File: src/sv/bb3_pkg.sv
`default_nettype none
package bb3_pkg;

	localparam int PIX_W      = 8;
	localparam int SIZE_W     = 11;
	localparam int SUM_W      = 12;   // nine 8-bit values
	localparam int DIV9_MUL_W = 13;
	localparam int DIV9_SHIFT = 16;
	// floor(x / 9) == (x * 7282) >> 16 for every x below 2296
	localparam logic [DIV9_MUL_W-1:0] DIV9_MUL = 13'd7282;

	localparam logic MODE_PIXEL = 1'b0;
	localparam logic MODE_DRAIN = 1'b1;

	// per-transaction decision taken at the input handshake
	typedef struct packed {
		logic take_pix;   // pixel enters the frame
		logic drain;      // drain that yields a result
		logic result;     // transaction yields an output pixel
		logic border;     // output pixel lies on the image border
		logic sel_mid;    // drain reads the middle line (last row)
		logic frame_end;  // last output of the frame
	} bb3_item_t;

endpackage
`default_nettype wire

File: src/sv/bb3_pipe.sv
`default_nettype none
module bb3_pipe import bb3_pkg::*; #(
	parameter int MAX_SIDE = 1024,
	localparam int CW = $clog2(MAX_SIDE)
) (
	input  wire logic             clk,
	input  wire logic             arst_n,
	input  wire logic             enter,
	input  wire bb3_item_t        item,
	input  wire logic [PIX_W-1:0] pixel,
	input  wire logic [CW-1:0]    col,
	input  wire logic [PIX_W-1:0] top_rd,
	input  wire logic [PIX_W-1:0] mid_rd,
	input  wire logic             out_ready,
	output logic                  s1_ready,
	output logic                  wr_en,
	output logic      [CW-1:0]    wr_addr,
	output logic      [PIX_W-1:0] wr_upper,
	output logic      [PIX_W-1:0] wr_middle,
	output logic                  out_valid,
	output logic      [PIX_W-1:0] smoothed,
	output logic                  frame_end
);

	localparam int PROD_W = SUM_W + DIV9_MUL_W;

	logic             v1_s1, v2_s2;
	bb3_item_t        item_s1;
	logic [PIX_W-1:0] pix_s1;
	logic [CW-1:0]    col_s1;
	// columns 1 and 2 of the window, rows top to bottom
	logic [PIX_W-1:0] a0_q, a1_q, a2_q, b0_q, b1_q, b2_q;
	logic [SUM_W-1:0] sum, sum_s2;
	logic [PIX_W-1:0] val, val_s2;
	logic             use_sum_s2, fe_s2;
	logic             rdy_o, rdy2, fire1, fire2;
	logic [PROD_W-1:0] prod;

	assign rdy_o    = !out_valid || out_ready;
	assign rdy2     = !v2_s2 || rdy_o;
	assign fire1    = v1_s1 && (!item_s1.result || rdy2);
	assign fire2    = v2_s2 && rdy_o;
	assign s1_ready = !v1_s1 || fire1;

	assign wr_en     = fire1 && item_s1.take_pix;
	assign wr_addr   = col_s1;
	assign wr_upper  = mid_rd;
	assign wr_middle = pix_s1;

	// sum of the window after the shift
	assign sum = SUM_W'(b0_q) + SUM_W'(b1_q) + SUM_W'(b2_q)
		+ SUM_W'(a0_q) + SUM_W'(a1_q) + SUM_W'(a2_q)
		+ SUM_W'(top_rd) + SUM_W'(mid_rd) + SUM_W'(pix_s1);

	always_comb begin
		if (item_s1.drain) begin
			val = item_s1.sel_mid ? mid_rd : top_rd;
		end else begin
			val = b1_q;   // center pixel of the current window
		end
	end

	assign prod = PROD_W'(sum_s2) * PROD_W'(DIV9_MUL);

	always_ff @(posedge clk or negedge arst_n) begin
		if (!arst_n) begin
			v1_s1     <= 1'b0;
			v2_s2     <= 1'b0;
			out_valid <= 1'b0;
		end else begin
			if (enter) begin
				v1_s1 <= 1'b1;
			end else if (fire1) begin
				v1_s1 <= 1'b0;
			end
			if (fire1 && item_s1.result) begin
				v2_s2 <= 1'b1;
			end else if (fire2) begin
				v2_s2 <= 1'b0;
			end
			if (fire2) begin
				out_valid <= 1'b1;
			end else if (out_ready) begin
				out_valid <= 1'b0;
			end
		end
	end

	always_ff @(posedge clk) begin
		if (enter) begin
			item_s1 <= item;
			pix_s1  <= pixel;
			col_s1  <= col;
		end
		if (wr_en) begin
			a0_q <= b0_q;
			a1_q <= b1_q;
			a2_q <= b2_q;
			b0_q <= top_rd;
			b1_q <= mid_rd;
			b2_q <= pix_s1;
		end
		if (fire1 && item_s1.result) begin
			sum_s2     <= sum;
			val_s2     <= val;
			use_sum_s2 <= item_s1.take_pix && !item_s1.border;
			fe_s2      <= item_s1.frame_end;
		end
		if (fire2) begin
			smoothed  <= use_sum_s2 ? prod[DIV9_SHIFT +: PIX_W] : val_s2;
			frame_end <= fe_s2;
		end
	end

endmodule
`default_nettype wire

File: config.mk
export PLATFORM = sky130hd
export DESIGN_NAME = bb3_pipe
export DESIGN_NICKNAME = d
export VERILOG_FILES = /design/src/sv/bb3_pkg.sv /design/src/sv/bb3_pipe.sv
export SDC_FILE = /design/constraint.sdc
export NUM_CORES = 1
export LEC_CHECK = 0
export ABC_AREA = 1
export BUFFER_PORTS_ARGS = -buffer_cell sky130_fd_sc_hd__clkbuf_2
export CORE_UTILIZATION = 50
export CTS_BUF_LIST = sky130_fd_sc_hd__clkbuf_16
export CTS_CLUSTER_DIAMETER = 60
export DETAILED_ROUTE_END_ITERATION = 10
export PLACE_DENSITY = 0.7
export SYNTH_ARGS = -nofsm -noshare
export SYNTH_HDL_FRONTEND = slang
export SYNTH_SLANG_ARGS = --single-unit
File: constraint.sdc
create_clock -name clk -period 11 [get_ports clk]
set_clock_uncertainty 0.2 [all_clocks]
set_input_delay 1.1 -clock clk [delete_from_list [all_inputs] [get_ports clk]]
set_output_delay 1.1 -clock clk [all_outputs]
set_load 0.01 [all_outputs]
# Yosys cells after proc, flatten, opt, wreduce, memory -nomap -nowiden
# Cells that the tools add are included.
# totals
register_bits	106
in_bits	44
output_inout_bits	38
# classes
add_sub_neg	8
mul	1
n_mux	9
n_reduce_logical	17
# ops
cell	count
adder 12 x 8 -> 12 bit	4
2-to-1 mux 8 bit	3
multiplier 12 x 12 -> 23 bit (second input constant)	1
adder 11 x 8 -> 12 bit	1
adder 10 x 8 -> 11 bit	1
adder 9 x 8 -> 10 bit	1
adder 8 x 8 -> 9 bit	1
2-to-1 mux 1 bit	6
nonzero test 2 bit	3
logical AND 1 bit	5
logical NOT 1 bit	5
logical OR 1 bit	4

# Depth between registers and ports, before layout
# Gate-level depths: netlist of run 1.
# depth
depth_word	8
depth_mapped	21

# Worst setup path after synthesis of run 1
# OpenSTA, ideal clock, no wires.
# synth_path
path_kind	input -> register
startpoint	in top_rd[2]
endpoint	reg sum_s2[8] (data pin)
setup_ns	0.262
arrival_ns	4.472
required_ns	10.538
setup_slack_ns	6.066
cell_stages	15
n_path_buf	0
cell_sequence	inv_1 -> fa_1 -> fa_1 -> inv_1 -> fa_1 -> inv_1 -> fa_1 -> inv_1 -> ha_1 -> fa_1 -> nand3_1 -> nand2_1 -> a21oi_1 -> o21ai_1 -> xor2_1
# synth_via
elab_chain_cells	3
# synth_rtl
item	line	text
from (decl)	bb3_pipe.sv:12	input wire logic [PIX_W-1:0] top_rd,
adder 12 x 8 -> 12 bit (3 in a row)	bb3_pipe.sv:53	+ SUM_W'(top_rd) + SUM_W'(mid_rd) + SUM_W'(pix_s1);
named net sum[8]	bb3_pipe.sv:33	logic [SUM_W-1:0] sum, sum_s2;
to (signal assigned)	bb3_pipe.sv:104	sum_s2 <= sum;
to (decl)	bb3_pipe.sv:33	
# The timed path passes the listed nets, and every way through them passes these cells.
# A chain may end at the register's enable or synchronous reset.

# Worst setup path in the final report of run 1
# layout_path
startpoint	reg sum_s2[3]
endpoint	reg smoothed[2] (data pin)
# layout_via
elab_chain_cells	2
# layout_rtl
item	line	text
multiplier 12 x 12 -> 23 bit	bb3_pipe.sv:63	assign prod = PROD_W'(sum_s2) * PROD_W'(DIV9_MUL);
2-to-1 mux 8 bit	bb3_pipe.sv:110	smoothed <= use_sum_s2 ? prod[DIV9_SHIFT +: PIX_W] : val_s2;
to (signal assigned)	bb3_pipe.sv:110	
to (decl)	bb3_pipe.sv:21	output logic [PIX_W-1:0] smoothed,
# Every way passes these cells.

==> summary.md, run 1 <==
| Metric | Value |
|---|---|
| Status | complete, but fails checks |
| Failing checks | design-rule violations |
| CTS tree | built |
| Multi-input gate area | ~0.0038 mm^2 |
| Most common cell after layout, fill and taps aside | inv_1 |
| Sink Count | between 100 and 150 |
| First drt pass iteration count | 8 |
| Post-CTS Setup Repair Bufs | 0 |
| Fin crit period | around 5 ns |
| Synth area leader | edfxtp_1 |
| DR iter-0 viols | roughly 240 |
| CP arrival | approximately 4.8 ns |
| First-pass GRT wire length | around 24000 um |
| DRC | 2 |
| Antenna viol nets, final | 0 |
| Vias | approximately 4.7k |
| Max Fanout on Critical Path | 5 |
| Post-place setup slack | 5.76 ns |
| Detailed-route wire length | between 10000 and 15000 um |
| Prevailing post-synth register cell | edfxtp_1 |
| Setup violations, final | 0 |
| Vias in the first global route | between 5k and 6k |
| Clk pin slew, worst setup/hold paths | ~0.070 ns |
| R2R Setup Slk | between 6 and 7 ns |
| RD Place Congestion | approximately 0.87 |
| Gr ovfl total | 0 |
| Top Ports | slightly above 80 |
| Startpoint Class | flip-flop |
| Syn_nets | roughly 870 |
| HP Class | flip-flop to flip-flop |
| Nets | between 900 and 1k |
| Yosys top cell area share | just over 40% |
| Full die area | 0.0157 mm^2 |
| RSZ-0062 raised after global routing | no |
| Final worst setup slack | a little over 6 ns |
| Worst r2r src | sum_s2[3] |
| Crit Reg-Reg Endpoint | smoothed[2] |
| Post-Syn Area per Cell | about 12 um^2 |
| Cts bufs inserted | 9 |
| Largest net degree at the start of global routing | 50 |
| Worst-margin pin slew | just under 0.8 ns |
| Initial Util | just over 50% |
| Core Area | approximately 0.015 mm^2 |
| Diodes inserted | 0 |
| Hold path depth | 0 |
| Hold endpoint | frame_end |
| Final-report max-slew violation count | 0 |
| Async set-reset flop share out of synthesis | ~2.8% |
| Clock latency on the worst-skew pair | 0.35 ns |
| Post-synth EDFFs | between 100 and 150 |
| GRT Overall Usage | between 10% and 20% |
| Mapped Area | approximately 0.0076 mm^2 |
| Post-Syn Instances | ~660 |
| Layout area overhead | 11.4% |
| Worst Min Path Start | fe_s2 |
| Ranking of synthesized cells by area | edfxtp_1 41%, fa_1 22%, ha_1 13% |
| Post_cts resized | 0 |
| Tcrit/Tclk final | ~45% |
| Drt via density | roughly 5 |
| Final Hold Viols | 0 |
| Seq cells post-synth | about 110 |
| Synth cell types | 36 |
| Layout cells sized above 1 | 15.4% |
| CTS H-Tree Depth | 3 |
| Critical path type | flip-flop to flip-flop |
| Hpwl dp | 11700 um |
| Die Y-Extent | approximately 130 um |
| FF+latch area | 0.00317 mm^2 |
| Most frequent cells in the layout | 139 x inv_1, 103 x edfxtp_1, 100 x nand2_1, 83 x fa_1, 81 x clkbuf_2 |
| Port bufs | just over 80 |
| Yosys warns | 0 |
| Fillers | between 1k and 1.5k |
| Max-Cap Viols | 0 |
| Clock root buffer | clkbuf_16 |
| Critical Path End Type | flip-flop |
| Fmax | approximately 200 MHz |
| Setup TNS Final | 0 ns |
| Clk buf depth | 2 |
| Req. time, crit path | about 11 ns |
| Initial antenna violation count | 0 |
| Rows | 44 |
| R2R depth | 20 |
| Width of the chip | between 100 and 150 um |
| Slew headroom | 48.2% |
| DR WL/cell | between 10 and 15 um |
| # hold bufs at CTS | 0 |
| Sequential area share after synthesis | a little over two fifths |
-- cell families (layout without fill, tap and decap cells) --
family | count (synthesis) | count (layout) | share of synthesized area (%)
simple gates | 177 | 177 | 10.2
fa+ha+maj | 163 | 163 | 35.0
buf+inv | 155 | 241 | 8.07
flops | 106 | 106 | 41.6
compound gates | 52 | 52 | 4.11
xor+xnor | 9 | 9 | 1.04
-- state kept, by name (all words and copies together) (netlist names), 6 cells and up --
name       cells
item_s1        6
smoothed       8
b0_q           8
a2_q           8
b1_q           8
b2_q           8
val_s2         8
sum_s2        12
wr_middle      8
a0_q           8
wr_addr       10
a1_q           8
-- synthesized netlist by cell type, types with 4 or more instances --
master and n:
xor2_1 7, ha_1 80, o21bai_1 4, inv_1 139, nor2_1 31, fa_1 83
inv_2 4, a21oi_1 21, nand4_1 4, a21o_1 5, edfxtp_1 103, nand3_1 26
o21ai_1 4, nand2_1 100, a31oi_1 9, buf_4 8, o21ai_0 4
-- critical path, cell delays in order, from the launching register on --
cell and delay [ns]:
edfxtp_1 0.51, inv_1 0.11, fa_1 0.54, inv_1 0.05, ha_1 0.31, inv_1 0.07
fa_1 0.50, inv_1 0.05, fa_1 0.50, inv_1 0.06, fa_1 0.52, inv_1 0.04
ha_1 0.32, a21oi_1 0.23, inv_1 0.07, nor2_1 0.16, nor3_1 0.06, nor2_1 0.12
nand3b_1 0.09, nand3_1 0.09, nand2_1 0.06
-- how the worst max path moves through the flow --
stage              start           to  slack (ns)  cells after the start
4_1_cts        sum_s2[3]  smoothed[2]        6.07                     20
3_3_place_gp   top_rd[2]    sum_s2[8]        5.81                     16
5_1_grt        sum_s2[3]  smoothed[2]        5.80                     20
2_1_floorplan  top_rd[2]    sum_s2[8]        6.07                     15
6_report       sum_s2[3]  smoothed[2]        6.09                     20
3_5_place_dp   top_rd[2]    sum_s2[8]        5.76                     16
-- cell type report --
type,instances,area share (%)
Inverter,143,6.33
Sequential cell,106,37.4
Clock buffer,9,2.66
Multi-Input combinational cell,401,45.3
Tap cell,184,2.72
Timing Repair Buffer,82,4.87
Clock inverter,7,0.797
-- through the flow --
step	utilization (%)	hold WS (ns)	instance area (um^2)	cells
floorplan	-	0.200	7610	662
global placement	55.7	0.207	8190	916
detailed placement	55.7	0.214	8190	916
CTS	57.7	0.236	8480	932
global route	57.7	0.242	8480	932
finish	57.7	0.231	8480	932
-- metal layers --
| metal | up-vias | wire length [um] | share of wire, % | global-route usage [%] |
|---|---|---|---|---|
| li1 | 2298 | - | - | - |
| met1 | 2232 | 5870 | 42 | 23.6 |
| met3 | 20 | 686 | 4.9 | 3.64 |
| met4 | 0 | 275 | 2.0 | 6.74 |
| met5 | - | 0 | 0 | 0 |
| met2 | 109 | 7140 | 51 | 35.0 |
Power of run 1 is not shown: default switching activity piles up to over one toggle a cycle in this logic, so the estimate is an artifact.
==> run 2, diff against run 1 <==
--- a/config.mk
+++ b/config.mk
@@ -5,7 +5,7 @@
 export SDC_FILE = /design/constraint.sdc
 export NUM_CORES = 1
 export LEC_CHECK = 0
-export ABC_AREA = 1
+export ABC_AREA = 0
 export BUFFER_PORTS_ARGS = -buffer_cell sky130_fd_sc_hd__clkbuf_2
 export CORE_UTILIZATION = 50
 export CTS_BUF_LIST = sky130_fd_sc_hd__clkbuf_16
==> constraint.sdc (replaced) <==
create_clock -name clk -period 5.15 [get_ports clk]
set_clock_uncertainty 0.2 [all_clocks]
set_input_delay 0.515 -clock clk [delete_from_list [all_inputs] [get_ports clk]]
set_output_delay 0.515 -clock clk [all_outputs]
set_load 0.01 [all_outputs]
==> run 2 against run 1 <==
  * The run now ends clean
  * Synthesized cell count fell by 16%
  * Critical path depth fell by 2
  * Worst setup slack got worse by 6.1 ns
  * Via count shrank 6.8%
  * Maximum frequency is 4.2% lower
  * Wire length is 4.1% lower
==> summary.md, run 2 <==
| Metric | Value |
|---|---|
| Top Ports | 82 (unchanged) |
| Cts bufs inserted | 9 (unchanged) |
| Synth area leader | edfxtp_1 (unchanged) |
| Startpoint Class | flip-flop (unchanged) |
| Syn_nets | 761 (was 869) |
| DR iter-0 viols | 200 (was 244) |
| Seq cells post-synth | 106 (unchanged) |
| CTS H-Tree Depth | 3 (unchanged) |
| RSZ-0062 raised after global routing | yes (was no) |
| CTS tree | built (unchanged) |
| Fmax | 195 MHz (was 204 MHz) |
| Async set-reset flop share out of synthesis | 2.83% (unchanged) |
| Fillers | 1144 (was 1224) |
| Clock root buffer | clkbuf_16 (unchanged) |
| Most frequent cells in the layout | 107 x inv_1, 103 x edfxtp_1, 83 x fa_1, 81 x clkbuf_2, 77 x ha_1 (was 139 x inv_1, 103 x edfxtp_1, 100 x nand2_1, 83 x fa_1, 81 x clkbuf_2) |
| Leading cell types by count after synthesis | 114 x inv_1, 103 x edfxtp_1, 83 x fa_1 (was 139 x inv_1, 103 x edfxtp_1, 100 x nand2_1) |
| Post-synth EDFFs | 103 (unchanged) |
| Clk pin slew, worst setup/hold paths | 0.07 ns (about the same) |
| Yosys warns | 0 (unchanged) |
| Initial Util | 52.1% (was 51.8%) |
| Worst-margin pin slew | 0.638 ns (was 0.776 ns) |
| Status | finished, final reports clean (was complete, but fails checks) |
| Initial antenna violation count | 0 (unchanged) |
| Drt via density | 5.15 (was 5.00) |
| Max reg flops | 12 (unchanged) |
| Hpwl dp | 11100 um (was 11700 um) |
| Detailed-route wire length | 13400 um (was 14000 um) |
| Critical Path End Type | flip-flop (unchanged) |
| Yosys top cell area share | 42.1% (was 40.6%) |
| Sink Count | 106 (unchanged) |
| Final-report max-slew violation count | 0 (unchanged) |
| Mapped Area | 0.00735 mm^2 (was 0.00761 mm^2) |
| DR WL/cell | 15.9 um (was 15.0 um) |
| First drt pass iteration count | 4 (was 8) |
| Req. time, crit path | 5.06 ns (was 10.90 ns) |
| Antenna viol nets, final | 0 (unchanged) |
| First-pass GRT wire length | 22400 um (was 23600 um) |
| GRT Overall Usage | 19.7% (was 19.5%) |
| Clk buf depth | 2 (unchanged) |
| CP arrival | 5.04 ns (was 4.82 ns) |
| RD Place Congestion | 0.896 (was 0.869) |
| Critical path type | flip-flop to flip-flop (unchanged) |
| Synth cell types | 48 (was 36) |
| Die Y-Extent | 123 um (was 125 um) |
| Tcrit/Tclk final | 99.6% (was 44.7%) |
| Nets | 865 (was 950) |
| Critical Path Max Stage Delay | 0.56 ns (was 0.54 ns) |
| Diodes inserted | 0 (unchanged) |
| CP max-delay cell | fa_1 (unchanged) |
| Width of the chip | 123 um (was 125 um) |
| Port bufs | 81 (unchanged) |
| Vias | 4343 (was 4659) |
| Setup violations, final | 0 (unchanged) |
| Slew headroom | 57.4% (was 48.2%) |
| Top reg by flops | sum_s2 (unchanged) |
| Most common cell after layout, fill and taps aside | inv_1 (unchanged) |
| Core Area | 0.0141 mm^2 (was 0.0147 mm^2) |
| Post-Syn Instances | 554 (was 662) |
| R2R Setup Slk | 0.02 ns (was 6.09 ns) |
| Fin crit period | 5.13 ns (was 4.91 ns) |
| Max-Cap Viols | 0 (unchanged) |
| Final Hold Viols | 0 (unchanged) |
| Rows | 43 (was 44) |
| Sequential area share after synthesis | 43.1% (was 41.6%) |
| Post-Syn Area per Cell | 13.3 um^2 (was 11.5 um^2) |
| HP Class | input port to flip-flop (was flip-flop to flip-flop) |
| Layout cells sized above 1 | 22.0% (was 15.4%) |
| Prevailing post-synth register cell | edfxtp_1 (unchanged) |
| Ranking of synthesized cells by area | edfxtp_1 42%, fa_1 23%, ha_1 14% (was edfxtp_1 41%, fa_1 22%, ha_1 13%) |
| Vias in the first global route | 4653 (was 5099) |
| Largest net degree at the start of global routing | 31 (was 50) |
| Worst path cell trace | inv_1, fa_1, inv_2, ha_4, inv_1, fa_1, inv_1, fa_1, inv_1, fa_1, inv_2, ha_4, and3_4, and3_4, a31o_4, or4_4, a21o_1, a221o_1 (was inv_1, fa_1, inv_1, ha_1, inv_1, fa_1, inv_1, fa_1, inv_1, fa_1, inv_1, ha_1, a21oi_1, inv_1, nor2_1, nor3_1, nor2_1, nand3b_1, nand3_1, nand2_1) |
| Clock latency on the worst-skew pair | 0.35 ns (about the same) |
| Full die area | 0.0152 mm^2 (was 0.0157 mm^2) |
| Max Fanout on Critical Path | 4 (was 5) |
| Most common cell in the netlist | inv_1 (unchanged) |
| Gr ovfl total | 0 (unchanged) |
| Layout area overhead | 15.2% (was 11.4%) |
| Setup TNS Final | 0 ns (unchanged) |
| DRC | 0 (was 2) |
[run 2: cell types whose count changed in the layout (fill, tap and decap cells not counted), moves of 6 or more]
cell / delta
inv_1: -32
mux2i_1: +9
nor2b_1: +6
nand3_1: -23
buf_4: +23
xnor2_1: +8
nor2_1: -8
a31oi_1: -6
nand2_1: -85
[run 2: cells by family after synthesis]
group	count (synthesis)	synth area share, %
fa+ha+maj	163	36.2
buf+inv	128	6.95
flops	106	43.1
simple gates	69	4.85
compound gates	63	5.65
xor+xnor	14	1.67
mux	11	1.53
[run 2: final timing paths]
| check | from | depth (start not counted) | end |
|---|---|---|---|
| min reg2reg | item_s1[0] | 0 | fe_s2 |
| max in group asynchronous | arst_n | 2 | v2_s2 |
| min in group asynchronous | arst_n | 2 | v1_s1 |
| min | pixel[0] | 1 | wr_middle[0] |
| max | sum_s2[3] | 18 | smoothed[4] |
| max reg2reg | sum_s2[3] | 18 | smoothed[4] |
[run 2: per-stage QoR]
stage	setup slack (ns)	util, %	hold slack (ns)	instance area, um^2	std cells
after global routing	-0.124	60.0	0.120	8460	843
after detailed placement	-0.0609	57.1	0.118	8050	818
after floorplan	0.0445	-	0.0194	7360	554
after global placement	0.0369	57.1	0.114	8050	818
after CTS	0.0258	59.8	0.121	8430	842
final	0.0196	60.0	0.134	8460	843
[run 2: cell type report]
type	count	area [um^2]	area share [%]
Tap cell	180	225	2.66
Multi-Input combinational cell	320	3750	44.3
Timing Repair Buffer	106	596	7.04
Clock inverter	7	65.1	0.769
Clock buffer	9	225	2.66
Inverter	115	432	5.10
Sequential cell	106	3170	37.4
[run 2: worst max-delay path: cells and delay by family (launching register included)]
family | cells | cell delay, ns
buf+inv | 6 | 0.32
flops | 1 | 0.36
simple gates | 3 | 0.78
fa+ha+maj | 6 | 2.51
compound gates | 3 | 0.71
[run 2: routing by layer]
metal,routed length (um),up-vias,track usage [%]
met4,207,0,6.17
met2,6690,114,33.4
met3,625,13,3.46
li1,-,2075,-
met1,5870,2141,25.8
met5,0,-,0
[run 2: what timing repair did]
item                                    in CTS  in global routing
hold buffers                                 1                  0
buffers inserted                             7                  1
hold endpoints to repair                     3                  0
endpoints found under the setup margin       4                  6
resized for setup                            6                 12
pin swaps                                    7                  5
Power of run 2 is left out for the same reason.
