### src/sv/bb3_pkg.sv
`default_nettype none
package bb3_pkg;

	localparam int PIX_W      = 8;
	localparam int SIZE_W     = 11;
	localparam int SUM_W      = 12;   // nine 8-bit values
	localparam int DIV9_MUL_W = 13;
	localparam int DIV9_SHIFT = 16;
	// floor(x / 9) == (x * 7282) >> 16 for every x below 2296
	localparam logic [DIV9_MUL_W-1:0] DIV9_MUL = 13'd7282;

	localparam logic MODE_PIXEL = 1'b0;
	localparam logic MODE_DRAIN = 1'b1;

	// per-transaction decision taken at the input handshake
	typedef struct packed {
		logic take_pix;   // pixel enters the frame
		logic drain;      // drain that yields a result
		logic result;     // transaction yields an output pixel
		logic border;     // output pixel lies on the image border
		logic sel_mid;    // drain reads the middle line (last row)
		logic frame_end;  // last output of the frame
	} bb3_item_t;

endpackage
`default_nettype wire

### src/sv/bb3_ctrl.sv
`default_nettype none
module bb3_ctrl import bb3_pkg::*; #(
	parameter int MAX_SIDE = 1024,
	localparam int CW = $clog2(MAX_SIDE),
	localparam int SW = $clog2(MAX_SIDE + 1)
) (
	input  wire logic              clk,
	input  wire logic              arst_n,
	input  wire logic              cfg_we,
	input  wire logic [SIZE_W-1:0] cfg_data,
	input  wire logic              in_fire,
	input  wire logic              mode,
	output bb3_item_t              item,
	output logic      [CW-1:0]     rd_addr
);

	localparam int RESET_SIDE = (64 > MAX_SIDE) ? MAX_SIDE : 64;

	logic [SW-1:0] side_q;
	logic [SW-1:0] side_nxt;
	logic [31:0]   cfg_ext;
	logic [CW-1:0] last_idx;
	logic [CW-1:0] in_col_q, in_row_q, out_col_q, out_row_q;
	logic          in_done_q;
	logic          in_last_col, in_last_row, out_last_col, out_last_row;
	logic          started;

	// side clamp: 0 acts as 1, oversize acts as MAX_SIDE
	always_comb begin
		cfg_ext = 32'(cfg_data);
		if (cfg_ext == 32'd0) begin
			side_nxt = SW'(1);
		end else if (cfg_ext > 32'(MAX_SIDE)) begin
			side_nxt = SW'(MAX_SIDE);
		end else begin
			side_nxt = SW'(cfg_ext);
		end
	end

	assign last_idx     = CW'(side_q - SW'(1));
	assign in_last_col  = (in_col_q == last_idx);
	assign in_last_row  = (in_row_q == last_idx);
	assign out_last_col = (out_col_q == last_idx);
	assign out_last_row = (out_row_q == last_idx);
	// one row plus one pixel already in
	assign started = (in_row_q > CW'(1)) || ((in_row_q == CW'(1)) && (in_col_q != '0));

	always_comb begin
		item.take_pix  = (mode == MODE_PIXEL) && !in_done_q;
		item.drain     = (mode == MODE_DRAIN) && in_done_q;
		item.result    = (item.take_pix && started) || item.drain;
		item.border    = (out_row_q == '0) || out_last_row || (out_col_q == '0) || out_last_col;
		item.sel_mid   = out_last_row;
		item.frame_end = item.drain && out_last_row && out_last_col;
		rd_addr        = (mode == MODE_DRAIN) ? out_col_q : in_col_q;
	end

	always_ff @(posedge clk or negedge arst_n) begin
		if (!arst_n) begin
			side_q    <= SW'(RESET_SIDE);
			in_col_q  <= '0;
			in_row_q  <= '0;
			in_done_q <= 1'b0;
			out_col_q <= '0;
			out_row_q <= '0;
		end else if (cfg_we) begin
			side_q    <= side_nxt;
			in_col_q  <= '0;
			in_row_q  <= '0;
			in_done_q <= 1'b0;
			out_col_q <= '0;
			out_row_q <= '0;
		end else if (in_fire) begin
			if (item.take_pix) begin
				if (in_last_col) begin
					in_col_q <= '0;
					in_row_q <= in_last_row ? '0 : in_row_q + CW'(1);
					if (in_last_row) begin
						in_done_q <= 1'b1;
					end
				end else begin
					in_col_q <= in_col_q + CW'(1);
				end
			end
			if (item.frame_end) begin
				// new frame
				in_col_q  <= '0;
				in_row_q  <= '0;
				in_done_q <= 1'b0;
				out_col_q <= '0;
				out_row_q <= '0;
			end else if (item.result) begin
				if (out_last_col) begin
					out_col_q <= '0;
					out_row_q <= out_row_q + CW'(1);
				end else begin
					out_col_q <= out_col_q + CW'(1);
				end
			end
		end
	end

endmodule
`default_nettype wire

### config.mk
export PLATFORM = sky130hd
export DESIGN_NAME = bb3_ctrl
export DESIGN_NICKNAME = d
export VERILOG_FILES = /design/src/sv/bb3_pkg.sv /design/src/sv/bb3_ctrl.sv
export SDC_FILE = /design/constraint.sdc
export NUM_CORES = 1
export LEC_CHECK = 0
export ABC_CLOCK_PERIOD_IN_PS = 5900
export BUFFER_PORTS_ARGS = -buffer_cell sky130_fd_sc_hd__buf_2
export CAP_MARGIN = 20
export CORE_AREA = 2 2 67 116
export DETAILED_ROUTE_END_ITERATION = 6
export DIE_AREA = 0 0 69 118
export HOLD_SLACK_MARGIN = 0.02
export PLACE_DENSITY = 0.88
export SETUP_SLACK_MARGIN = 0.05
export SLEW_MARGIN = 20
export SYNTH_ARGS = -nofsm -noshare
export SYNTH_HDL_FRONTEND = slang
export SYNTH_SLANG_ARGS = --single-unit
### constraint.sdc
create_clock -name clk -period 5.9 [get_ports clk]
set_input_delay 0.885 -clock clk [delete_from_list [all_inputs] [get_ports clk]]
set_output_delay 0.885 -clock clk [all_outputs]
set_load 0.02 [all_outputs]
# ---- Word level (Yosys, flattened, before mapping)
# Cells that the tools add are included.
dict set report totals {
  regBits 51
  out_inout_bits 16
  wordCells 76
}
dict set report classes {
  n_bitwise 1
  order_cmp 2
  muxes 30
  add_sub_neg 5
  n_eq_ne 5
  reduce_logical 27
}
# operator n
set ops {}
lappend ops {{10-bit 2-to-1 mux} 24}
lappend ops {{10-bit by 1-bit adder with 10-bit output (second input constant)} 4}
lappend ops {{10-bit equality test} 4}
lappend ops {{10-bit logical NOT} 2}
lappend ops {{3-bit nonzero test} 5}
lappend ops {{11-bit greater-than comparator (second input constant)} 1}
lappend ops {{11-bit logical NOT} 1}
lappend ops {{10-bit by 1-bit equality test with 1-bit output (second input constant)} 1}
lappend ops {{10-bit by 1-bit greater-than comparator with 1-bit output (second input constant)} 1}
lappend ops {{10-bit nonzero test} 1}
lappend ops {{10-bit by 1-bit subtractor with 10-bit output (second input constant)} 1}
lappend ops {{1-bit logical AND} 6}
lappend ops {{1-bit 2-to-1 mux} 6}
lappend ops {{3-bit AND reduction} 2}
lappend ops {{1-bit logical OR} 5}
lappend ops {{2-bit AND reduction} 2}
lappend ops {{4-bit AND reduction} 1}
lappend ops {{2-bit nonzero test} 1}
lappend ops {{1-bit logical NOT} 1}
lappend ops {{1-bit NOT} 1}

# ---- Depth between registers and ports, before layout
# Gate-level depths: netlist of run 1.
dict set report depth {
  word_depth 9
  depth_mapped 14
}

# ---- Least setup slack after synthesis of run 1
# OpenSTA, ideal clock, no wires.
dict set report synth_path {
  path_type {reg-to-output}
  from {register side_q[3]}
  to {output port item[0] (netlist bit)}
  path_buffers 1
  stages_incl_launch_ff 8
  setup_slack_ns 1.965
  t_arrival_ns 3.050
  required_ns 5.015
  path_cell_list {dfrtp_1 > or4_4 > or4_4 > buf_6 > xnor2_2 > nand2_1 > or4_1 > nor4_1}
}
# item line
set synth_lines {}
lappend synth_lines {{start: declaration} bb3_ctrl.sv:19} ;# logic [SW-1:0] side_q;
lappend synth_lines {{start signal: assignment} bb3_ctrl.sv:60} ;# side_q <= SW'(RESET_SIDE);
lappend synth_lines {{start signal: assignment} bb3_ctrl.sv:67} ;# side_q <= side_nxt;
lappend synth_lines {{end: declaration} bb3_ctrl.sv:13} ;# output bb3_item_t item,

# ---- Final worst setup path of run 1
dict set report layout_path {
  from {register side_q[0]}
  to {register out_row_q[1]}
}
dict set report layout_between {
  elab_chain_len 7
  elab_cells_between_ends 11
}
# item line
set layout_lines {}
lappend layout_lines {{10-bit by 1-bit subtractor with 10-bit output (*)} bb3_ctrl.sv:40} ;# assign last_idx = CW'(side_q - SW'(1));
lappend layout_lines {{10-bit equality test} bb3_ctrl.sv:44} ;# assign out_last_row = (out_row_q == last_idx);
lappend layout_lines {{1-bit logical AND (2 in a row)} bb3_ctrl.sv:54} ;# item.frame_end = item.drain && out_last_row && out_last_col;
lappend layout_lines {{10-bit 2-to-1 mux} bb3_ctrl.sv:85} ;# if (item.frame_end) begin
lappend layout_lines {{10-bit 2-to-1 mux} bb3_ctrl.sv:73} ;# end else if (in_fire) begin
lappend layout_lines {{10-bit 2-to-1 mux} bb3_ctrl.sv:66} ;# end else if (cfg_we) begin
lappend layout_lines {{end signal: assignment} bb3_ctrl.sv:95} ;# out_row_q <= out_row_q + CW'(1);
lappend layout_lines {{end: declaration} bb3_ctrl.sv:23} ;# logic [CW-1:0] in_col_q, in_row_q, out_col_q, out_row_q;
# Mark *: on every way between the ends. The rest lies on a longest branch, timed or not. The select of a mux whose other input is x is not followed.
# A chain may end at the register's enable or synchronous reset.

==> impl_results.md, run 1 <==
- Mapped Nets: about 510
- Gr usage total: 29.7%
- Power Dens Cells: 227 mW/mm^2
- Post-synth cell types: 71
- Count leader, synth: dfrtp_1
- # IOs: 32
- Reg2reg end: out_row_q[1]
- FF+latch count, synth: 51
- Area contributors post-synth: dfrtp_1 30%, xnor2_1 5.7%, a22o_1 4.2%, nor2b_1 3.6%, xor2_1 3.6%
- Arrival time at the worst endpoint: between 5000 and 6000 ps
- Routed len/inst: 20.5 um
- Reg-to-reg setup timing slack: about 1100 ps
- First-pass detailed-route iteration total: 5
- Worst setup SP type: flip-flop
- Core area: 0.00718 sq mm
- R2R depth: 10
- TritonCTS buffer count: 5
- DP Worst Slack: 1430 ps
- Mapped cell area: 0.00418 sq mm
- Crit share post-route: 81.9%
- Status: finished, final reports clean
- DRT antenna net count: 0
- Vias per cell: 6.80
- Drt drc: 0
- Die Ht: 118 um
- Placement Cell Area: approximately 0.0043 sq mm
- Setup slack after layout: 1070 ps
- Site Rows: 41
- Worst R2R Start: side_q[0]
- Initial core utilization: 58.2%
- Hold Fails Final Rpt: 0
- Largest net degree at the start of global routing: 52
- Fin Clk Skew: ~5.1 ps
- Post-synth EDFFs: 0
- Comb pwr share: 29.5%
- Synth Instances: 488
- CP Capture Type: flip-flop
- Internal: 0.000655 W
- CTS Root Cell: clkbuf_16
- H-tree lvl count: 2
- Worst rel slew slack: 28.8%
- Clk pwr share: approximately 28%
- Design area: 0.00445 sq mm
- Postcts setup bufs: 0
- Fmax: 0.207 GHz
- Data required, critical path: 6080 ps
- CP Class: reg2reg
- Cts hold-fix bufs: 0
- Hold path depth: 2
- WHS Endpoint: side_q[1]
- WHS: 596 ps
- Synthesis-to-layout area growth: 6.47%
- Routed WL: 12000 um
- Avg Cell Area, Syn: 8.56 sq um
- Worst Path Max Fanout: 20
- Vias in the first global route: roughly 4000
- Yosys top cell area share: 29.9%
- Maximum clock path buffer count: 2
- Clk_lat worst skew: 300 ps
- Die extent in x: 69 um
- Fill count: 601
- Clk pin slew, worst setup/hold paths: roughly 70 ps
- Post-synth top cells: 50 x dfrtp_1, 36 x nand2_1, 29 x nor2_1, 27 x xnor2_1, 26 x o21ai_0
- RSZ-0062 raised after global routing: false
- Worst Hold Class: reg2reg
- Initial antenna violation count: 0
- Clock sinks: 51
- Area leader, netlist: dfrtp_1
- CTS tree: done
- Reg power frac: 42.2%
- Iteration-0 DRC Markers: 304
- Hold_sp: side_q[1]
- Maxcap violations: 0
- Peak VDD IR: 0.000136 V
- Setup Viol. Count Final: 0
- Post-synth top flop: dfrtp_1
- Vias post-DR: just under 4000
- Post-synthesis sequential area ratio: 30.6%
- FFs w/ async S/R, synth: 100%
- Proportion of layout cells with a drive suffix above 1: 13.1%
- # diodes: 0
- Hpwl dp: approximately 9000 um
- Overall power: 0.00101 W
- Gr ovfl total: 0
- Port bufs: 31
- Post-cts gate resize count: 0
- Slew Limit Fails: 0
- Setup TNS: 0 ps
- Sw frac: 35.1%
- Measured slew at the worst slew-check pin: around 1100 ps
- Placer Congestion: 1.06
- Sw power: ~0.00035 W
- Fin crit period: 4830 ps
- YS warnings: 0
- Die area: 0.00814 sq mm
- Net count, final: around 520
- Pleak: 2.00 nW
- First-pass GRT wire length: 19500 um
-- metal layers --
| metal | global-route usage [%] | up-vias | routed length (um) |
|---|---|---|---|
| met5 | 0 | - | 0 |
| met4 | 20.5 | 0 | 852 |
| met3 | 4.11 | 64 | 657 |
| met2 | 52.7 | 194 | 6150 |
| met1 | 31.8 | 1902 | 4300 |
| li1 | - | 1800 | - |
-- area by class of cell --
cell class	count	area (sq um)	area share (%)
clock buffer	7	133	2.98
multi-input combinational	385	2690	60.5
clock inverter	1	5.00	0.112
sequential	51	1280	28.7
inverter	21	78.8	1.77
timing repair buffer	31	158	3.54
tap	86	108	2.42
-- worst max-delay path: stages (launching register included) --
cell	delay, ps
dfrtp_1	510
inv_1	150
ha_1	290
or4b_1	570
nor2_2	360
o22a_1	230
or3b_2	440
nor4_1	870
a21o_1	620
nor2b_1	330
a2bb2o_1	350
-- flip-flops by register name, indices dropped and copies added, names as in the netlist --
name / cells
out_col_q: 10
in_col_q: 10
in_row_q: 10
in_done_q: 1
out_row_q: 10
side_q: 10
-- power groups by stage --
stage | Combinational, W | Clock [W] | Sequential (W)
final | 0.000297 | 0.000285 | 0.000426
after global routing | 0.000322 | 0.000299 | 0.000428
after CTS | 0.000292 | 0.000285 | 0.000423
after detailed placement | 0.000290 | 0 | 0.000429
after global placement | 0.000283 | 0 | 0.000427
after floorplan | 0.000245 | 0 | 0.000394
-- metrics by stage --
stage               std cells  utilization (%)
finish                    582             62.0
global route              582             62.0
CTS                       582             61.8
detailed placement        574             59.9
global placement          574             59.9
floorplan                 488                -
-- placed cells by master, fill, tap and decap left out, types with 4 or more instances in the layout --
| cell | n |
|---|---|
| dfrtp_1 | 50 |
| nand2_1 | 36 |
| buf_2 | 30 |
| nor2_1 | 29 |
| xnor2_1 | 27 |
| o21ai_0 | 26 |
| nor2b_1 | 24 |
| inv_1 | 21 |
| a22o_1 | 20 |
| and3_1 | 19 |
| xor2_1 | 17 |
| nand3_1 | 17 |
| a21oi_1 | 16 |
| o31ai_1 | 12 |
| nor4_1 | 12 |
| nor3_1 | 11 |
| mux2_2 | 11 |
| ha_1 | 10 |
| nand4_1 | 9 |
| or3_1 | 7 |
| or4_1 | 6 |
| clkbuf_16 | 5 |
| o2bb2ai_1 | 4 |
| nand4b_1 | 4 |
-- kinds of logic (layout without fill, tap and decap cells) --
family | Yosys count | after routing | synth area share (%)
AO/OA/AOI/OAI | 116 | 116 | 19.7
XOR/XNOR | 48 | 48 | 11.3
AND/OR/NAND/NOR | 198 | 198 | 26.9
adder cells (fa/ha/maj) | 10 | 10 | 2.99
multiplexers | 13 | 13 | 3.44
flip-flops | 51 | 51 | 30.6
buffers and inverters | 52 | 60 | 5.21
-- worst max path at each step --
stage / from / endpoint / slack, ps / depth (start not counted)
4_1_cts: side_q[0] / out_row_q[4] / 1380 / 8
3_3_place_gp: side_q[0] / out_row_q[1] / 1450 / 10
5_1_grt: side_q[0] / out_row_q[1] / 970 / 10
6_report: side_q[0] / out_row_q[1] / 1070 / 10
3_5_place_dp: side_q[0] / out_row_q[4] / 1430 / 8
2_1_floorplan: side_q[3] / item[0] / 1960 / 7
Note: power is estimated with default switching activity, not from simulation.
==> run 2, diff against run 1 <==
- ABC_CLOCK_PERIOD_IN_PS: 5900 -> 4400
- CORE_AREA: 2 2 67 116 -> 2 2 69 121
- DIE_AREA: 0 0 69 118 -> 0 0 71 123
- PLACE_DENSITY: 0.88 -> 0.86
- clock period: 5.9 -> 4.4 ns (I/O delays scaled with it)
==> impl_results.md, run 2 (synthesized netlist as in run 1, its figures left out) <==
- GRT busiest layer: met2
- Postcts setup bufs: 0 (unchanged)
- Slew Limit Fails: 0 (unchanged)
- Gr usage total: 28.6% (-1.1 points)
- Most common cell after layout, fill and taps aside: dfrtp_1
- Clk pin slew, worst setup/hold paths: 60 ps (about the same)
- Worst Path Max Fanout: 7 (-65%)
- Vias post-DR: 4046 (+2.2%)
- Routed len/inst: 20.3 um (-1.3%)
- CTS tree: done
- Measured slew at the worst slew-check pin: 1110 ps (+53.9 ps)
- # diodes: 0 (unchanged)
- Die extent in x: 71 um (+2.9%)
- Core area: 0.00780 sq mm (+8.6%)
- Reg2reg end: in_row_q[6]
- R2R depth: 12 (+2)
- RSZ-0062 raised after global routing: false
- Reg-to-reg setup timing slack: 270 ps (-800 ps)
- CP Capture Type: output port
- Drt drc: 0 (unchanged)
- Post-cts gate resize count: 0 (unchanged)
- Worst R2R Start: side_q[0]
- Maximum clock path buffer count: 2 (unchanged)
- Die Ht: 123 um (+4.2%)
- Initial antenna violation count: 0 (unchanged)
- Site Rows: 43 (+4.9%)
- Maxcap violations: 0 (unchanged)
- Grt met3 use: 3.83% (-0.28 points)
- Fin crit period: 4190 ps
- Synthesis-to-layout area growth: 9.40%
- Status: finished, final reports clean
- CP Class: reg2out
- Die area: 0.00873 sq mm (+7.3%)
- Gr ovfl total: 0 (unchanged)
- Peak VDD IR: 0.000170 V (+25%)
- Worst Hold Class: in2async
- Proportion of layout cells with a drive suffix above 1: 15.4% (+2.3 points)
- Arrival time at the worst endpoint: 3530 ps (-1480 ps)
- Most frequent cells in the layout: 50 x dfrtp_1, 36 x nand2_1, 31 x buf_2
- H-tree lvl count: 2 (unchanged)
- Worst rel slew slack: 25.4% (-3.4 points)
- WHS: 479 ps (-117 ps)
- Pleak: 2.08 nW (+3.7%)
- CTS Root Cell: clkbuf_16
- Hold Fails Final Rpt: 0 (unchanged)
- Fmax: 0.239 GHz
- Net count, final: 532 (+2.1%)
- Clock sinks: 51 (unchanged)
- Design area: 0.00457 sq mm (+2.8%)
- Largest net degree at the start of global routing: 52 (unchanged)
- Port bufs: 31 (unchanged)
- Cts hold-fix bufs: 0 (unchanged)
- Placer Congestion: 1.05 (-0.97%)
- Crit share post-route: 95.3%
- Setup TNS: 0 ps (unchanged)
- # IOs: 32 (unchanged)
- Placement Cell Area: 0.00439 sq mm (+2.0%)
- Iteration-0 DRC Markers: 521 (+71%)
- Power Dens Cells: 316 mW/mm^2 (+39%)
- Data required, critical path: 3740 ps (-2340 ps)
- Routed WL: 12100 um (+1.2%)
- Met1 usage: 32.2% (+0.46 points)
- Met2 usage: 50.4% (-2.3 points)
- Worst setup SP type: flip-flop
- First-pass detailed-route iteration total: 7 (+2)
- Finished Core Util: 58.6% (-3.3 points)
- First-pass GRT wire length: 19400 um (-0.64%)
- Hpwl dp: 8990 um (+1.7%)
- Fin Clk Skew: 5.51 ps (+0.373 ps)
- Vias in the first global route: 3886 (-3.3%)
- Setup Viol. Count Final: 0 (unchanged)
- Initial core utilization: 53.6% (-4.6 points)
- Clk_lat worst skew: 300 ps (about the same)
- Vias per cell: 6.78 (-0.40%)
- DRT antenna net count: 0 (unchanged)
- TritonCTS buffer count: 5 (unchanged)
==> run 2: cell count changes in the layout (fill, tap and decap cells not counted), sizes merged <==
cell	before	now
buf	31	42
clkbuf	7	6
bufinv	0	1
==> run 2: report_power, final <==
part / internal (W) / switching, W / leakage (nW)
Sequential: 0.000497 / 0.0000710 / 0.689
Clock: 0.000283 / 0.000176 / 0.0868
Combinational: 0.000180 / 0.000237 / 1.30
Total: 0.000960 / 0.000484 / 2.08
==> run 2: critical path, cell delays in order (launching register included) <==
cell and delay (ps):
dfrtp_1 510, inv_1 130, ha_1 320, or4b_1 560, nor2_2 340, o22a_1 240, nand4_1 120, nor2_1 120
nand4_1 220, nor4_1 430, buf_2 240
==> run 2: per-layer routing <==
| layer | share of wire [%] | vias up | wire (um) |
|---|---|---|---|
| met2 | 51 | 255 | 6130 |
| met1 | 36 | 1905 | 4350 |
| li1 | - | 1820 | - |
| met4 | 6.6 | 0 | 794 |
| met3 | 6.8 | 66 | 827 |
| met5 | 0 | - | 0 |
==> run 2: cell type report <==
class	count	area (sq um)
inverters	21	78.8
flip-flops and latches	51	1280
clock buffers	6	139
repair buffers	42	238
fillers	677	3230
multi-input cells	385	2690
clock inverters	2	35.0
well taps	90	113
==> run 2: how the worst max path moves through the flow <==
stage	endpoint	depth (start not counted)	startpoint	slack, ps
final	item[0]	10	side_q[0]	210
after global routing	item[0]	9	side_q[0]	110
after CTS	out_row_q[1]	11	side_q[0]	170
after detailed placement	out_row_q[1]	11	side_q[0]	220
after global placement	out_row_q[1]	11	side_q[0]	210
after floorplan	item[0]	7	side_q[3]	690
==> run 2: per-stage QoR <==
step           total power (W)  std cells  worst slack, ps
6_report               0.00144        597              208
3_3_place_gp          0.000967        589              213
2_1_floorplan         0.000856        488              690
5_1_grt                0.00151        597              108
4_1_cts                0.00144        597              170
3_5_place_dp          0.000980        589              219
==> run 3, diff against run 2 <==
- CORE_AREA: 2 2 69 121 -> 2 2 81 141
- DIE_AREA: 0 0 71 123 -> 0 0 83 143
- PLACE_DENSITY: 0.86 -> 0.69
==> impl_results.md, run 3 (synthesized netlist as in run 1, its figures left out) <==
- Routed len/inst: 20.1 um (-0.87%)
- FF/Latch Area: 0.00128 sq mm (unchanged)
- DP Cell Count: 636 (+8.0%)
- Setup TNS: 0 ps (unchanged)
- Synthesis-to-layout area growth: 11.0%
- Core area: 0.0107 sq mm (+37%)
- DP Worst Slack: 379 ps (+160 ps)
- Reg-to-reg setup timing slack: 360 ps (+90 ps)
- First-pass detailed-route iteration total: 5 (-2)
- Net count, final: 539 (+1.3%)
- Fin crit period: 4070 ps (-126 ps)
- Most frequent cells in the layout: 50 x dfrtp_1, 36 x nand2_1, 31 x buf_2
- Maxcap violations: 0 (unchanged)
- Gr ovfl total: 0 (unchanged)
- Measured slew at the worst slew-check pin: 734 ps (-378 ps)
- Vias post-DR: 3960 (-2.1%)
- Worst rel slew slack: 51.0% (+26 points)
- Peak VDD IR: 0.000212 V (+25%)
- R2R depth: 11 (-1)
- Data required, critical path: 3740 ps (about the same)
- Site Rows: 50 (+16%)
- RSZ-0062 raised after global routing: false
- Setup Viol. Count Final: 0 (unchanged)
- DRT antenna net count: 0 (unchanged)
- Largest net degree at the start of global routing: 52 (unchanged)
- Worst Hold Class: in2async
- Die extent in x: 83 um (+17%)
- Hpwl dp: 9840 um (+9.5%)
- Power Dens Cells: 301 mW/mm^2 (-4.7%)
- Maximum clock path buffer count: 2 (unchanged)
- H-tree lvl count: 2 (unchanged)
- Initial antenna violation count: 0 (unchanged)
- Initial core utilization: 39.1% (-15 points)
- Vias per cell: 6.15 (-9.3%)
- Clk_lat worst skew: 300 ps (about the same)
- Routed WL: 12900 um (+6.9%)
- Proportion of layout cells with a drive suffix above 1: 16.1% (+0.76 points)
- CTS tree: done
- CP Class: reg2out
- Drt drc: 0 (unchanged)
- Die Ht: 143 um (+16%)
- Worst R2R Start: side_q[0]
- Fin Clk Skew: 6.87 ps (+1.36 ps)
- TritonCTS buffer count: 5 (unchanged)
- WHS: 483 ps (+4.03 ps)
- Crit path from: side_q[3]
- Port bufs: 31 (unchanged)
- Gr usage total: 22.2% (-6.4 points)
- Worst setup SP type: flip-flop
- CTS Root Cell: clkbuf_16
- Iteration-0 DRC Markers: 341 (-35%)
- Hold Fails Final Rpt: 0 (unchanged)
- Clk pin slew, worst setup/hold paths: 60 ps (about the same)
- Cts hold-fix bufs: 0 (unchanged)
- Worst Path Max Fanout: 8 (+1)
- # IOs: 32 (unchanged)
- Pleak: 2.10 nW (+0.97%)
- Placer Congestion: 1.02 (-3.2%)
- Footprint of the multi-input gates: 0.00268 sq mm (-0.28%)
- Fill count: 1025 (+51%)
- Setup slack after layout: 334 ps (+126 ps)
- Status: finished, final reports clean
- Post-cts gate resize count: 0 (unchanged)
- Postcts setup bufs: 0 (unchanged)
- Most common cell after layout, fill and taps aside: dfrtp_1
- CP Capture Type: output port
- Slew Limit Fails: 0 (unchanged)
- Arrival time at the worst endpoint: 3410 ps (-120 ps)
- Non-filler cells, final: 644 (+7.9%)
- Crit share post-route: 92.4% (-2.9 points)
- Reg2reg end: in_row_q[3]
- Fmax: 0.246 GHz (+3.1%)
- # diodes: 0 (unchanged)
- First-pass GRT wire length: 20800 um (+7.5%)
- Vias in the first global route: 3937 (+1.3%)
- Clock sinks: 51 (unchanged)
- Die area: 0.0119 sq mm (+36%)
-- run 3: changes by cell type in the layout (fill, tap and decap cells not counted) --
cell       change
a21o_2         -1
nor3_4         -1
nor3_2         +1
clkbuf_1       +1
bufinv_16      -1
a21o_1         +1
buf_4          +7
-- run 3: cell type report --
type,instances,area share [%]
clock buffers,7,3.07
multi-input cells,385,57.8
repair buffers,49,6.26
flip-flops and latches,51,27.5
inverters,21,1.70
clock inverters,1,0.108
well taps,130,3.50
-- run 3: critical path, cell delays in order, from the launching register on --
cell,delay [ps]
dfrtp_1,480
buf_4,220
nor4_1,510
buf_4,250
nand3_1,80
buf_4,180
xnor2_1,210
nand2_1,150
or4_1,510
nor4_1,290
buf_2,230
-- run 3: per-layer routing --
layer	global-route usage (%)	wire, um	vias to the layer above
met2	42.5	6990	138
met5	0	0	-
li1	-	-	1853
met3	2.43	426	45
met4	11.6	555	0
met1	23.6	4970	1924
-- run 3: metrics by stage --
stage | cell area, sq um | utilization [%] | total power, W
floorplan | 4180 | - | 0.000856
global placement | 4490 | 42.0 | 0.000990
detailed placement | 4490 | 42.0 | 0.000995
CTS | 4640 | 43.4 | 0.00140
global route | 4640 | 43.4 | 0.00146
finish | 4640 | 43.4 | 0.00140
-- run 3: report_power, final --
part / internal [W] / leakage (nW) / switching, W / total (W)
Combinational: 0.000185 / 1.33 / 0.000245 / 0.000430
Clock: 0.000226 / 0.0739 / 0.000179 / 0.000405
Sequential: 0.000497 / 0.689 / 0.0000660 / 0.000563
-- run 3: worst max-delay path by stage --
stage	to	slack, ps	cells past startpoint
detailed placement	in_row_q[3]	380	11
global route	in_row_q[3]	90	11
global placement	in_row_q[4]	480	11
finish	item[0]	330	10
floorplan	item[0]	690	7
CTS	item[0]	370	7
